## src/di_pkg.sv

```systemverilog
`default_nettype none

package di_pkg;

    localparam int PRICE_BITS  = 32;
    localparam int MAX_PERIOD  = 1024;
    localparam int PERIOD_BITS = 11;
    localparam int FRAC_BITS   = 16;
    localparam int TERM_BITS   = PRICE_BITS + FRAC_BITS;
    localparam int SUM_BITS    = 58;
    localparam int DI_BITS     = 23;
    localparam int SCALE_SHIFT = 7;
    localparam int SCALED_BITS = SUM_BITS + SCALE_SHIFT;
    localparam int ITER_BITS   = 6;

    localparam logic [ITER_BITS-1:0]   SUM_ITERS  = ITER_BITS'(SUM_BITS);
    localparam logic [ITER_BITS-1:0]   DI_ITERS   = ITER_BITS'(DI_BITS);
    localparam logic [DI_BITS-1:0]     DI_SCALE   = DI_BITS'(6553600);
    localparam logic [PERIOD_BITS-1:0] PERIOD_RST = PERIOD_BITS'(14);
    localparam logic [PERIOD_BITS-1:0] PERIOD_MAX = PERIOD_BITS'(MAX_PERIOD);
    localparam logic [PERIOD_BITS-1:0] COUNT_MAX  = {PERIOD_BITS{1'b1}};
    localparam logic [SUM_BITS-1:0]    SUM_MAX    = {SUM_BITS{1'b1}};

    localparam logic [1:0] SEL_RANGE = 2'd0;
    localparam logic [1:0] SEL_UP    = 2'd1;
    localparam logic [1:0] SEL_DOWN  = 2'd2;

    typedef enum logic [3:0] {
        ST_IDLE,
        ST_TERMS,
        ST_DIV,
        ST_DIV_WAIT,
        ST_SUB,
        ST_ACC,
        ST_DI_PREP,
        ST_DI_WAIT,
        ST_OUT
    } t_state;

    typedef struct packed {
        logic                 start;
        logic [ITER_BITS-1:0] iters;
    } t_div_req;

endpackage

`default_nettype wire

```

## src/di_divider.sv

```systemverilog
`default_nettype none

// restoring divider, one quotient bit per cycle
module di_divider (
    input  wire logic                          i_clk,
    input  wire logic                          i_rst_n,
    input  wire di_pkg::t_div_req              i_req,
    input  wire logic [di_pkg::SUM_BITS-1:0]   i_rem_init,  // must be below divisor
    input  wire logic [di_pkg::SUM_BITS-1:0]   i_bits,      // shifted in msb first
    input  wire logic [di_pkg::SUM_BITS-1:0]   i_divisor,
    output logic                               o_done,
    output logic      [di_pkg::SUM_BITS-1:0]   o_quot
);
    import di_pkg::*;

    logic                 r_busy;
    logic                 r_done;
    logic [ITER_BITS-1:0] r_cnt;
    logic [SUM_BITS-1:0]  r_rem;
    logic [SUM_BITS-1:0]  r_bits;
    logic [SUM_BITS-1:0]  r_div;
    logic [SUM_BITS-1:0]  r_quot;

    logic [SUM_BITS:0]    trial;
    logic [SUM_BITS:0]    diff;
    logic                 fits;
    logic [SUM_BITS-1:0]  n_rem;

    always_comb begin
        trial = {r_rem, r_bits[SUM_BITS-1]};
        diff  = trial - {1'b0, r_div};
        fits  = trial >= {1'b0, r_div};
        n_rem = fits ? diff[SUM_BITS-1:0] : trial[SUM_BITS-1:0];
    end

    always_ff @(posedge i_clk) begin
        if (!i_rst_n) begin
            r_busy <= 1'b0;
            r_done <= 1'b0;
            r_cnt  <= '0;
        end else begin
            r_done <= 1'b0;
            if (i_req.start) begin
                r_busy <= 1'b1;
                r_cnt  <= i_req.iters;
            end else if (r_busy) begin
                r_cnt <= r_cnt - 1'b1;
                if (r_cnt == ITER_BITS'(1)) begin
                    r_busy <= 1'b0;
                    r_done <= 1'b1;
                end
            end
        end
    end

    always_ff @(posedge i_clk) begin
        if (i_req.start) begin
            r_rem  <= i_rem_init;
            r_bits <= i_bits;
            r_div  <= i_divisor;
            r_quot <= '0;
        end else if (r_busy) begin
            r_rem  <= n_rem;
            r_bits <= {r_bits[SUM_BITS-2:0], 1'b0};
            r_quot <= {r_quot[SUM_BITS-2:0], fits};
        end
    end

    assign o_done = r_done;
    assign o_quot = r_quot;

endmodule

`default_nettype wire

```

## src/directional_indicator.sv

```systemverilog
`default_nettype none

// channel   dir  handshake                  payload
// s stream  in   i_s_tvalid / o_s_tready    tdata: high, low, close; tuser: series start
// m stream  out  o_m_tvalid / i_m_tready    tdata: plus di, minus di
// cfg       in   i_cfg_valid / o_cfg_ready  smoothing period
//
// one bar at a time; a shared restoring divider does one quotient bit per cycle.
// warm-up bars only accumulate, plus up to two 23-bit di divides when di is produced;
// smoothed bars add three 58-bit divides by the period. the next bar is taken while
// the last result waits on m.
// reset is synchronous: sums and previous bar clear, period returns to 14.
module directional_indicator (
    input  wire logic        i_clk,
    input  wire logic        i_rst_n,
    input  wire logic        i_s_tvalid,
    output logic             o_s_tready,
    input  wire logic [95:0] i_s_tdata,   // bar_high, bar_low, bar_close
    input  wire logic [0:0]  i_s_tuser,   // series_start
    output logic             o_m_tvalid,
    input  wire logic        i_m_tready,
    output logic      [47:0] o_m_tdata,   // plus_di, down_di, zero pad
    input  wire logic        i_cfg_valid,
    output logic             o_cfg_ready,
    input  wire logic [di_pkg::PERIOD_BITS-1:0] i_cfg_data
);
    import di_pkg::*;

    t_state r_state, n_state;

    logic [PERIOD_BITS-1:0] r_cfg_period;
    logic [PRICE_BITS-1:0]  r_high, r_low, r_close;
    logic [PRICE_BITS-1:0]  r_prev_high, r_prev_low, r_prev_close;
    logic [PERIOD_BITS-1:0] r_bars;
    logic [SUM_BITS-1:0]    r_range_sum, r_up_sum, r_down_sum;
    logic [TERM_BITS-1:0]   r_range_term, r_up_term, r_down_term;
    logic                   r_warm, r_emit;
    logic [1:0]             r_sel;
    logic [DI_BITS-1:0]     r_plus, r_minus;
    logic                   r_out_valid;
    logic [DI_BITS-1:0]     r_out_plus, r_out_minus;

    logic [PERIOD_BITS-1:0] period;
    logic                   s_xfer;
    logic                   out_free;
    logic                   has_terms, warm_bar, emit_bar;

    // bar terms
    logic [PRICE_BITS-1:0]  d_hl, d_hc, d_lc, tr_a, true_range;
    logic [PRICE_BITS-1:0]  up_mv, down_mv, plus_dm, minus_dm;

    // shared sum datapath
    logic [SUM_BITS-1:0]    cur_sum;
    logic [TERM_BITS-1:0]   cur_term;
    logic [SUM_BITS:0]      acc_sum;
    logic [SUM_BITS-1:0]    acc_sat;
    logic [SUM_BITS-1:0]    sub_sum;

    // di setup
    logic [SUM_BITS-1:0]    di_num;
    logic [SCALED_BITS-1:0] di_ext, di_scaled;
    logic                   di_zero, di_full;
    logic [DI_BITS-1:0]     di_quick;

    // divider
    t_div_req               div_req;
    logic [SUM_BITS-1:0]    div_rem_init, div_bits, div_divisor;
    logic                   div_done;
    logic [SUM_BITS-1:0]    div_quot;

    assign period = (r_cfg_period == '0)        ? PERIOD_BITS'(1) :
                    (r_cfg_period > PERIOD_MAX) ? PERIOD_MAX : r_cfg_period;

    // bar index of the bar in ST_TERMS
    assign has_terms = r_bars != '0;
    assign warm_bar  = r_bars < period;
    assign emit_bar  = r_bars >= period - 1'b1;

    assign s_xfer      = i_s_tvalid & o_s_tready;
    assign out_free    = !r_out_valid || i_m_tready;
    assign o_cfg_ready = 1'b1;
    assign o_m_tvalid  = r_out_valid;
    assign o_m_tdata   = {2'b00, r_out_minus, r_out_plus};

    always_comb begin
        d_hl       = (r_high >= r_low) ? r_high - r_low : r_low - r_high;
        d_hc       = (r_high >= r_prev_close) ? r_high - r_prev_close : r_prev_close - r_high;
        d_lc       = (r_low >= r_prev_close) ? r_low - r_prev_close : r_prev_close - r_low;
        tr_a       = (d_hc > d_hl) ? d_hc : d_hl;
        true_range = (d_lc > tr_a) ? d_lc : tr_a;
        up_mv      = (r_high > r_prev_high) ? r_high - r_prev_high : '0;
        down_mv    = (r_prev_low > r_low) ? r_prev_low - r_low : '0;
        plus_dm    = (up_mv > down_mv) ? up_mv : '0;
        minus_dm   = (down_mv > up_mv) ? down_mv : '0;
    end

    always_comb begin
        case (r_sel)
            SEL_RANGE: begin
                cur_sum  = r_range_sum;
                cur_term = r_range_term;
            end
            SEL_UP: begin
                cur_sum  = r_up_sum;
                cur_term = r_up_term;
            end
            default: begin
                cur_sum  = r_down_sum;
                cur_term = r_down_term;
            end
        endcase
        acc_sum = {1'b0, cur_sum} + {{(SUM_BITS + 1 - TERM_BITS){1'b0}}, cur_term};
        acc_sat = acc_sum[SUM_BITS] ? SUM_MAX : acc_sum[SUM_BITS-1:0];
        sub_sum = cur_sum - div_quot;
    end

    // 100 * 2^16 * num / den: num*100 feeds the divider, the 2^16 comes from the shift-in bits
    always_comb begin
        di_num    = r_sel[0] ? r_down_sum : r_up_sum;
        di_ext    = {{SCALE_SHIFT{1'b0}}, di_num};
        di_scaled = (di_ext << 6) + (di_ext << 5) + (di_ext << 2);
        di_zero   = (di_num == '0) || (r_range_sum == '0);
        di_full   = di_num >= r_range_sum;
        di_quick  = di_zero ? '0 : DI_SCALE;
    end

    // next state
    always_comb begin
        n_state = r_state;
        case (r_state)
            ST_IDLE: begin
                if (s_xfer) n_state = ST_TERMS;
            end
            ST_TERMS: begin
                if (!has_terms) n_state = emit_bar ? ST_DI_PREP : ST_IDLE;
                else n_state = warm_bar ? ST_ACC : ST_DIV;
            end
            ST_DIV: begin
                n_state = ST_DIV_WAIT;
            end
            ST_DIV_WAIT: begin
                if (div_done) n_state = ST_SUB;
            end
            ST_SUB: begin
                n_state = ST_ACC;
            end
            ST_ACC: begin
                if (r_sel == SEL_DOWN) n_state = r_emit ? ST_DI_PREP : ST_IDLE;
                else n_state = r_warm ? ST_ACC : ST_DIV;
            end
            ST_DI_PREP: begin
                if (!(di_zero || di_full)) n_state = ST_DI_WAIT;
                else if (r_sel[0]) n_state = ST_OUT;
            end
            ST_DI_WAIT: begin
                if (div_done) n_state = r_sel[0] ? ST_OUT : ST_DI_PREP;
            end
            ST_OUT: begin
                if (out_free) n_state = ST_IDLE;
            end
            default: begin
                n_state = ST_IDLE;
            end
        endcase
    end

    // outputs of the sequencer
    always_comb begin
        o_s_tready    = 1'b0;
        div_req.start = 1'b0;
        div_req.iters = SUM_ITERS;
        div_rem_init  = '0;
        div_bits      = cur_sum;
        div_divisor   = {{(SUM_BITS - PERIOD_BITS){1'b0}}, period};
        case (r_state)
            ST_IDLE: begin
                o_s_tready = 1'b1;
            end
            ST_DIV: begin
                div_req.start = 1'b1;
            end
            ST_DI_PREP: begin
                div_req.start = !(di_zero || di_full);
                div_req.iters = DI_ITERS;
                div_rem_init  = di_scaled[SCALED_BITS-1:SCALE_SHIFT];
                div_bits      = {di_scaled[SCALE_SHIFT-1:0], {(SUM_BITS - SCALE_SHIFT){1'b0}}};
                div_divisor   = r_range_sum;
            end
            default: begin
                o_s_tready = 1'b0;
            end
        endcase
    end

    di_divider u_div (
        .i_clk      (i_clk),
        .i_rst_n    (i_rst_n),
        .i_req      (div_req),
        .i_rem_init (div_rem_init),
        .i_bits     (div_bits),
        .i_divisor  (div_divisor),
        .o_done     (div_done),
        .o_quot     (div_quot)
    );

    always_ff @(posedge i_clk) begin
        if (!i_rst_n) begin
            r_state <= ST_IDLE;
        end else begin
            r_state <= n_state;
        end
    end

    always_ff @(posedge i_clk) begin
        if (!i_rst_n) begin
            r_cfg_period <= PERIOD_RST;
        end else if (i_cfg_valid && o_cfg_ready) begin
            r_cfg_period <= i_cfg_data;
        end
    end

    // model state and sum updates
    always_ff @(posedge i_clk) begin
        if (!i_rst_n) begin
            r_prev_high  <= '0;
            r_prev_low   <= '0;
            r_prev_close <= '0;
            r_bars       <= '0;
            r_range_sum  <= '0;
            r_up_sum     <= '0;
            r_down_sum   <= '0;
        end else begin
            case (r_state)
                ST_IDLE: begin
                    if (s_xfer && i_s_tuser[0]) begin
                        r_bars      <= '0;
                        r_range_sum <= '0;
                        r_up_sum    <= '0;
                        r_down_sum  <= '0;
                    end
                end
                ST_TERMS: begin
                    r_prev_high  <= r_high;
                    r_prev_low   <= r_low;
                    r_prev_close <= r_close;
                    if (r_bars != COUNT_MAX) r_bars <= r_bars + 1'b1;
                end
                ST_SUB, ST_ACC: begin
                    case (r_sel)
                        SEL_RANGE: r_range_sum <= (r_state == ST_SUB) ? sub_sum : acc_sat;
                        SEL_UP:    r_up_sum    <= (r_state == ST_SUB) ? sub_sum : acc_sat;
                        default:   r_down_sum  <= (r_state == ST_SUB) ? sub_sum : acc_sat;
                    endcase
                end
                default: begin
                    r_bars <= r_bars;
                end
            endcase
        end
    end

    // working registers of one bar
    always_ff @(posedge i_clk) begin
        case (r_state)
            ST_IDLE: begin
                if (s_xfer) begin
                    r_high  <= i_s_tdata[31:0];
                    r_low   <= i_s_tdata[63:32];
                    r_close <= i_s_tdata[95:64];
                end
            end
            ST_TERMS: begin
                r_range_term <= {true_range, {FRAC_BITS{1'b0}}};
                r_up_term    <= {plus_dm, {FRAC_BITS{1'b0}}};
                r_down_term  <= {minus_dm, {FRAC_BITS{1'b0}}};
                r_warm       <= warm_bar;
                r_emit       <= emit_bar;
                r_sel        <= SEL_RANGE;
            end
            ST_ACC: begin
                r_sel <= (r_sel == SEL_DOWN) ? SEL_RANGE : r_sel + 1'b1;
            end
            ST_DI_PREP: begin
                if (di_zero || di_full) begin
                    if (r_sel[0]) r_minus <= di_quick;
                    else r_plus <= di_quick;
                    r_sel <= 2'd1;
                end
            end
            ST_DI_WAIT: begin
                if (div_done) begin
                    if (r_sel[0]) r_minus <= div_quot[DI_BITS-1:0];
                    else r_plus <= div_quot[DI_BITS-1:0];
                    r_sel <= 2'd1;
                end
            end
            default: begin
                r_sel <= r_sel;
            end
        endcase
    end

    // output register
    always_ff @(posedge i_clk) begin
        if (!i_rst_n) begin
            r_out_valid <= 1'b0;
        end else if (r_state == ST_OUT && out_free) begin
            r_out_valid <= 1'b1;
        end else if (i_m_tready) begin
            r_out_valid <= 1'b0;
        end
    end

    always_ff @(posedge i_clk) begin
        if (r_state == ST_OUT && out_free) begin
            r_out_plus  <= r_plus;
            r_out_minus <= r_minus;
        end
    end

endmodule

`default_nettype wire

```

## config.mk

```make
export PLATFORM = sky130hd
export DESIGN_NAME = directional_indicator
export DESIGN_NICKNAME = d
export VERILOG_FILES = /design/src/di_pkg.sv /design/src/di_divider.sv /design/src/directional_indicator.sv
export SDC_FILE = /design/constraint.sdc
export NUM_CORES = 2
export LEC_CHECK = 0
export BUFFER_PORTS_ARGS = -buffer_cell sky130_fd_sc_hd__buf_4
export CORE_ASPECT_RATIO = 1.1
export CORE_MARGIN = 3
export CORE_UTILIZATION = 32
export DETAILED_ROUTE_END_ITERATION = 10
export PLACE_DENSITY_LB_ADDON = 0.08
export SYNTH_ARGS = -nofsm -noshare
export SYNTH_HDL_FRONTEND = slang
export SYNTH_HIERARCHICAL = 1
export SYNTH_SLANG_ARGS = --single-unit
```

## constraint.sdc

```tcl
create_clock -name i_clk -period 8.4 [get_ports i_clk]
set_input_delay 0.84 -clock i_clk [delete_from_list [all_inputs] [get_ports i_clk]]
set_output_delay 0.84 -clock i_clk [all_outputs]
set_load 0.02 [all_outputs]
```

==> flow_summary.json <==
{
  "finalCritPeriodShare_pct": 96.5,
  "ys_ff_latch": 825,
  "synth_sequential_area_ratio_pct": 31.6,
  "rrSetupSlack_ns": 0.30,
  "seq_area_sq_um": 21100,
  "yosys_warnings": 6,
  "num_vias": 59300,
  "nets": 9084,
  "setup-violations-final": 0,
  "start_kind": "flop",
  "clk_latency_ns": 0.80,
  "cts_tree": "done",
  "slew-limit-headroom_pct": 27.7,
  "peakVddDrop_mv": 0.194,
  "synth.avg_cell_area_sq_um": 8.58,
  "cp.arrival_ns": 8.59,
  "layout_common_cells": "934 x nand2_1, 675 x buf_4, 664 x ha_1",
  "post-dp-hpwl_mm": 215,
  "maxCapViolCount": 0,
  "wl_mm": 269,
  "die_w_um": 442,
  "synth_area_sq_um": 67000,
  "wl_per_cell_um": 24.3,
  "clock-sinks": 825,
  "synth_area_leaders": "edfxtp_1 21%, ha_1 13%, dfxtp_1 11%, nand2_1 5.2%, a21oi_1 4.3%",
  "worstRegToRegCells": 39,
  "final_core_util_pct": 38.0,
  "final_common_cell": "nand2_1",
  "dr.pass1.iters": 6,
  "ios": 164,
  "portBuffers": 160,
  "multi_input_area_sq_um": 42700,
  "setup_tns_ns": 0,
  "cp_slowest_stage_delay_ns": 0.43,
  "grt_pass1_vias": 60800,
  "async_flop_share_pct": 0,
  "outcome": "finished, final reports clean",
  "clockRootBuffer": "clkbuf_16",
  "worstMarginPinSlew_ns": 1.06,
  "antenna_found_initial": 4,
  "finalPower_mw": 19.7,
  "endpoint": "r_range_term[47]",
  "grt_usage_pct": 24.2,
  "hold_viol": 0,
  "grt_first_pass_wirelength_mm": 393,
  "grt_max_degree": 181,
  "numCtsBuffers": 107,
  "dr.first_iter.drc_count": 3307,
  "cellPowerDensity_nw_per_um2": 251,
  "crit_path_top_delay_cell": "ha_1",
  "cts_max_path_buffers": 3,
  "synth_flop_cell": "edfxtp_1",
  "leakagePower_nw": 33.4,
  "grt-ovfl-total": 0,
  "cp.required_ns": 8.88,
  "num-fill-cells": 21200,
  "via_per_inst": 5.35,
  "syn_inst": 7813,
  "min_period_ns": 8.10,
  "syn2layout_area_growth_pct": 17.5,
  "fmax_mhz": 123,
  "slew_viol_final": 0,
  "crit_path_end_kind": "flop",
  "reg2reg_to": "r_range_term[47]",
  "rows": 175,
  "antenna_left": 0,
  "core-area_sq_um": 207000,
  "htreeDepth": 3,
  "drc": 0,
  "hold_buffers": 0,
  "synth_top_cell_area_share_pct": 20.7,
  "critPathKind": "flop to flop",
  "ys_types": 118,
  "cp_common_cell": "buf_4",
  "path_clk_slew_ns": 0.06,
  "hp-class": "input pin to flop",
  "place_congestion": 1.02,
  "start_util_pct": 32.3,
  "dieArea_sq_um": 215000,
  "synth_edf_count": 462,
  "rr_startpoint": "r_high[0]",
  "drive_above_1_share_pct": 14.2,
  "crit_start": "r_high[0]",
  "cp_max_fo": 4,
  "yosys.area.top_type": "edfxtp_1",
  "die_y_um": 486,
  "fin_skew_ns": 0.0726,
  "holdPathStages": 1
}
## routing by layer
| layer | routed length [um] | vias to the layer above | track usage, % |
|---|---|---|---|
| li1 | - | 28800 | - |
| met1 | 110000 | 28700 | 28.1 |
| met2 | 137000 | 1229 | 44.7 |
| met3 | 7210 | 475 | 1.84 |
| met4 | 14600 | 0 | 12.1 |
| met5 | 0 | - | 0 |
## logic make-up after synthesis
| group | after synthesis | share of synthesized area [%] |
|---|---|---|
| flip-flops | 825 | 31.6 |
| buffers and inverters | 942 | 5.58 |
| AO/OA/AOI/OAI | 2216 | 21.8 |
| AND/OR/NAND/NOR | 2414 | 16.7 |
| other | 2 | 0.0112 |
| XOR/XNOR | 321 | 4.20 |
| adder cells (fa/ha/maj) | 737 | 14.5 |
| multiplexers | 356 | 5.59 |
## Yosys cell counts (19+ instances only)
| cell | n |
|---|---|
| nand2_1 | 937 |
| ha_1 | 671 |
| a21oi_1 | 579 |
| nor2_1 | 553 |
| inv_1 | 551 |
| edfxtp_1 | 462 |
| o21ai_0 | 429 |
| dfxtp_1 | 363 |
| a21o_1 | 298 |
| clkbuf_1 | 263 |
| mux2i_1 | 219 |
| a21boi_0 | 201 |
| xnor2_1 | 196 |
| nand3_1 | 156 |
| mux2_2 | 134 |
| nand4_1 | 131 |
| xor2_1 | 125 |
| and2_1 | 123 |
| nor3_1 | 117 |
| o21bai_1 | 97 |
| and3_1 | 94 |
| nor2b_1 | 80 |
| a31oi_1 | 79 |
| o21a_1 | 76 |
| fa_1 | 66 |
| buf_2 | 62 |
| o211ai_1 | 59 |
| a211oi_1 | 52 |
| nand2b_1 | 46 |
| nor4_1 | 46 |
| o31ai_1 | 41 |
| or3_1 | 36 |
| buf_1 | 35 |
| a221oi_1 | 27 |
| and4_1 | 22 |
| buf_4 | 21 |
| o221ai_1 | 19 |
## what timing repair did
action	CTS	global route
setup buffers	3	17
gates cloned	0	1
pin swaps	3	32
hold endpoints to repair	0	0
setup endpoints to repair	31	32
resized for setup	9	87
## through the flow
stage | worst slack (ns) | cell area, sq um | instances | hold slack [ns]
global placement | -0.165 | 74200 | 10800 | 0.401
CTS | 0.00211 | 78100 | 11100 | 0.128
detailed placement | -0.266 | 74200 | 10800 | 0.405
floorplan | 0.364 | 67000 | 7816 | 0.400
finish | 0.297 | 78700 | 11100 | 0.216
global route | -0.0252 | 78700 | 11100 | 0.167
## layout make-up
type                       count  share of cell area [%]
tap                         2743                    4.36
multi-input combinational   6050                    54.2
sequential                   825                    26.9
clock buffer                 137                    3.83
inverter                     555                    2.66
antenna                        3                 0.00954
timing repair buffer         695                    6.88
clock inverter                67                    1.14
## worst max-delay path: cells and delay by family (launching register included)
kind | cells | cell delay [ns]
buf+inv | 9 | 1.25
xor+xnor | 1 | 0.14
simple gates | 10 | 1.57
flops | 1 | 0.37
fa+ha+maj | 3 | 1.02
mux | 2 | 0.64
compound gates | 14 | 2.80
## registers in the layout (all words and copies together) (netlist names), 23 cells and up
| register | flops |
|---|---|
| r_high | 32 |
| r_plus | 23 |
| r_up_term | 32 |
| r_close | 32 |
| r_range_sum | 58 |
| r_prev_close | 32 |
| r_prev_low | 32 |
| u_div/r_bits | 58 |
| u_div/r_rem | 58 |
| r_out_plus | 23 |
| r_out_minus | 23 |
| r_down_sum | 58 |
| r_down_term | 32 |
| r_low | 32 |
| u_div/r_div | 58 |
| r_prev_high | 32 |
| r_up_sum | 58 |
| r_range_term | 32 |
| r_minus | 23 |
| u_div/o_quot | 58 |
## power by group
part	total (mW)	internal, mW	switching, mW
clock network	5.10	3.03	2.07
logic	9.72	4.17	5.54
registers	4.92	4.72	0.197
total	19.7	11.9	7.81
## worst min-delay path by stage
stage | startpoint | endpoint | slack [ns]
after floorplan | r_minus[0] | r_out_minus[0] | 0.40
after global placement | r_minus[15] | r_out_minus[15] | 0.40
after detailed placement | r_plus[5] | r_out_plus[5] | 0.40
after CTS | i_s_tdata[13] | r_high[13] | 0.13
after global routing | i_s_tdata[11] | r_high[11] | 0.17
final | i_s_tdata[13] | r_high[13] | 0.22
Power figures use the tool's default switching activity.
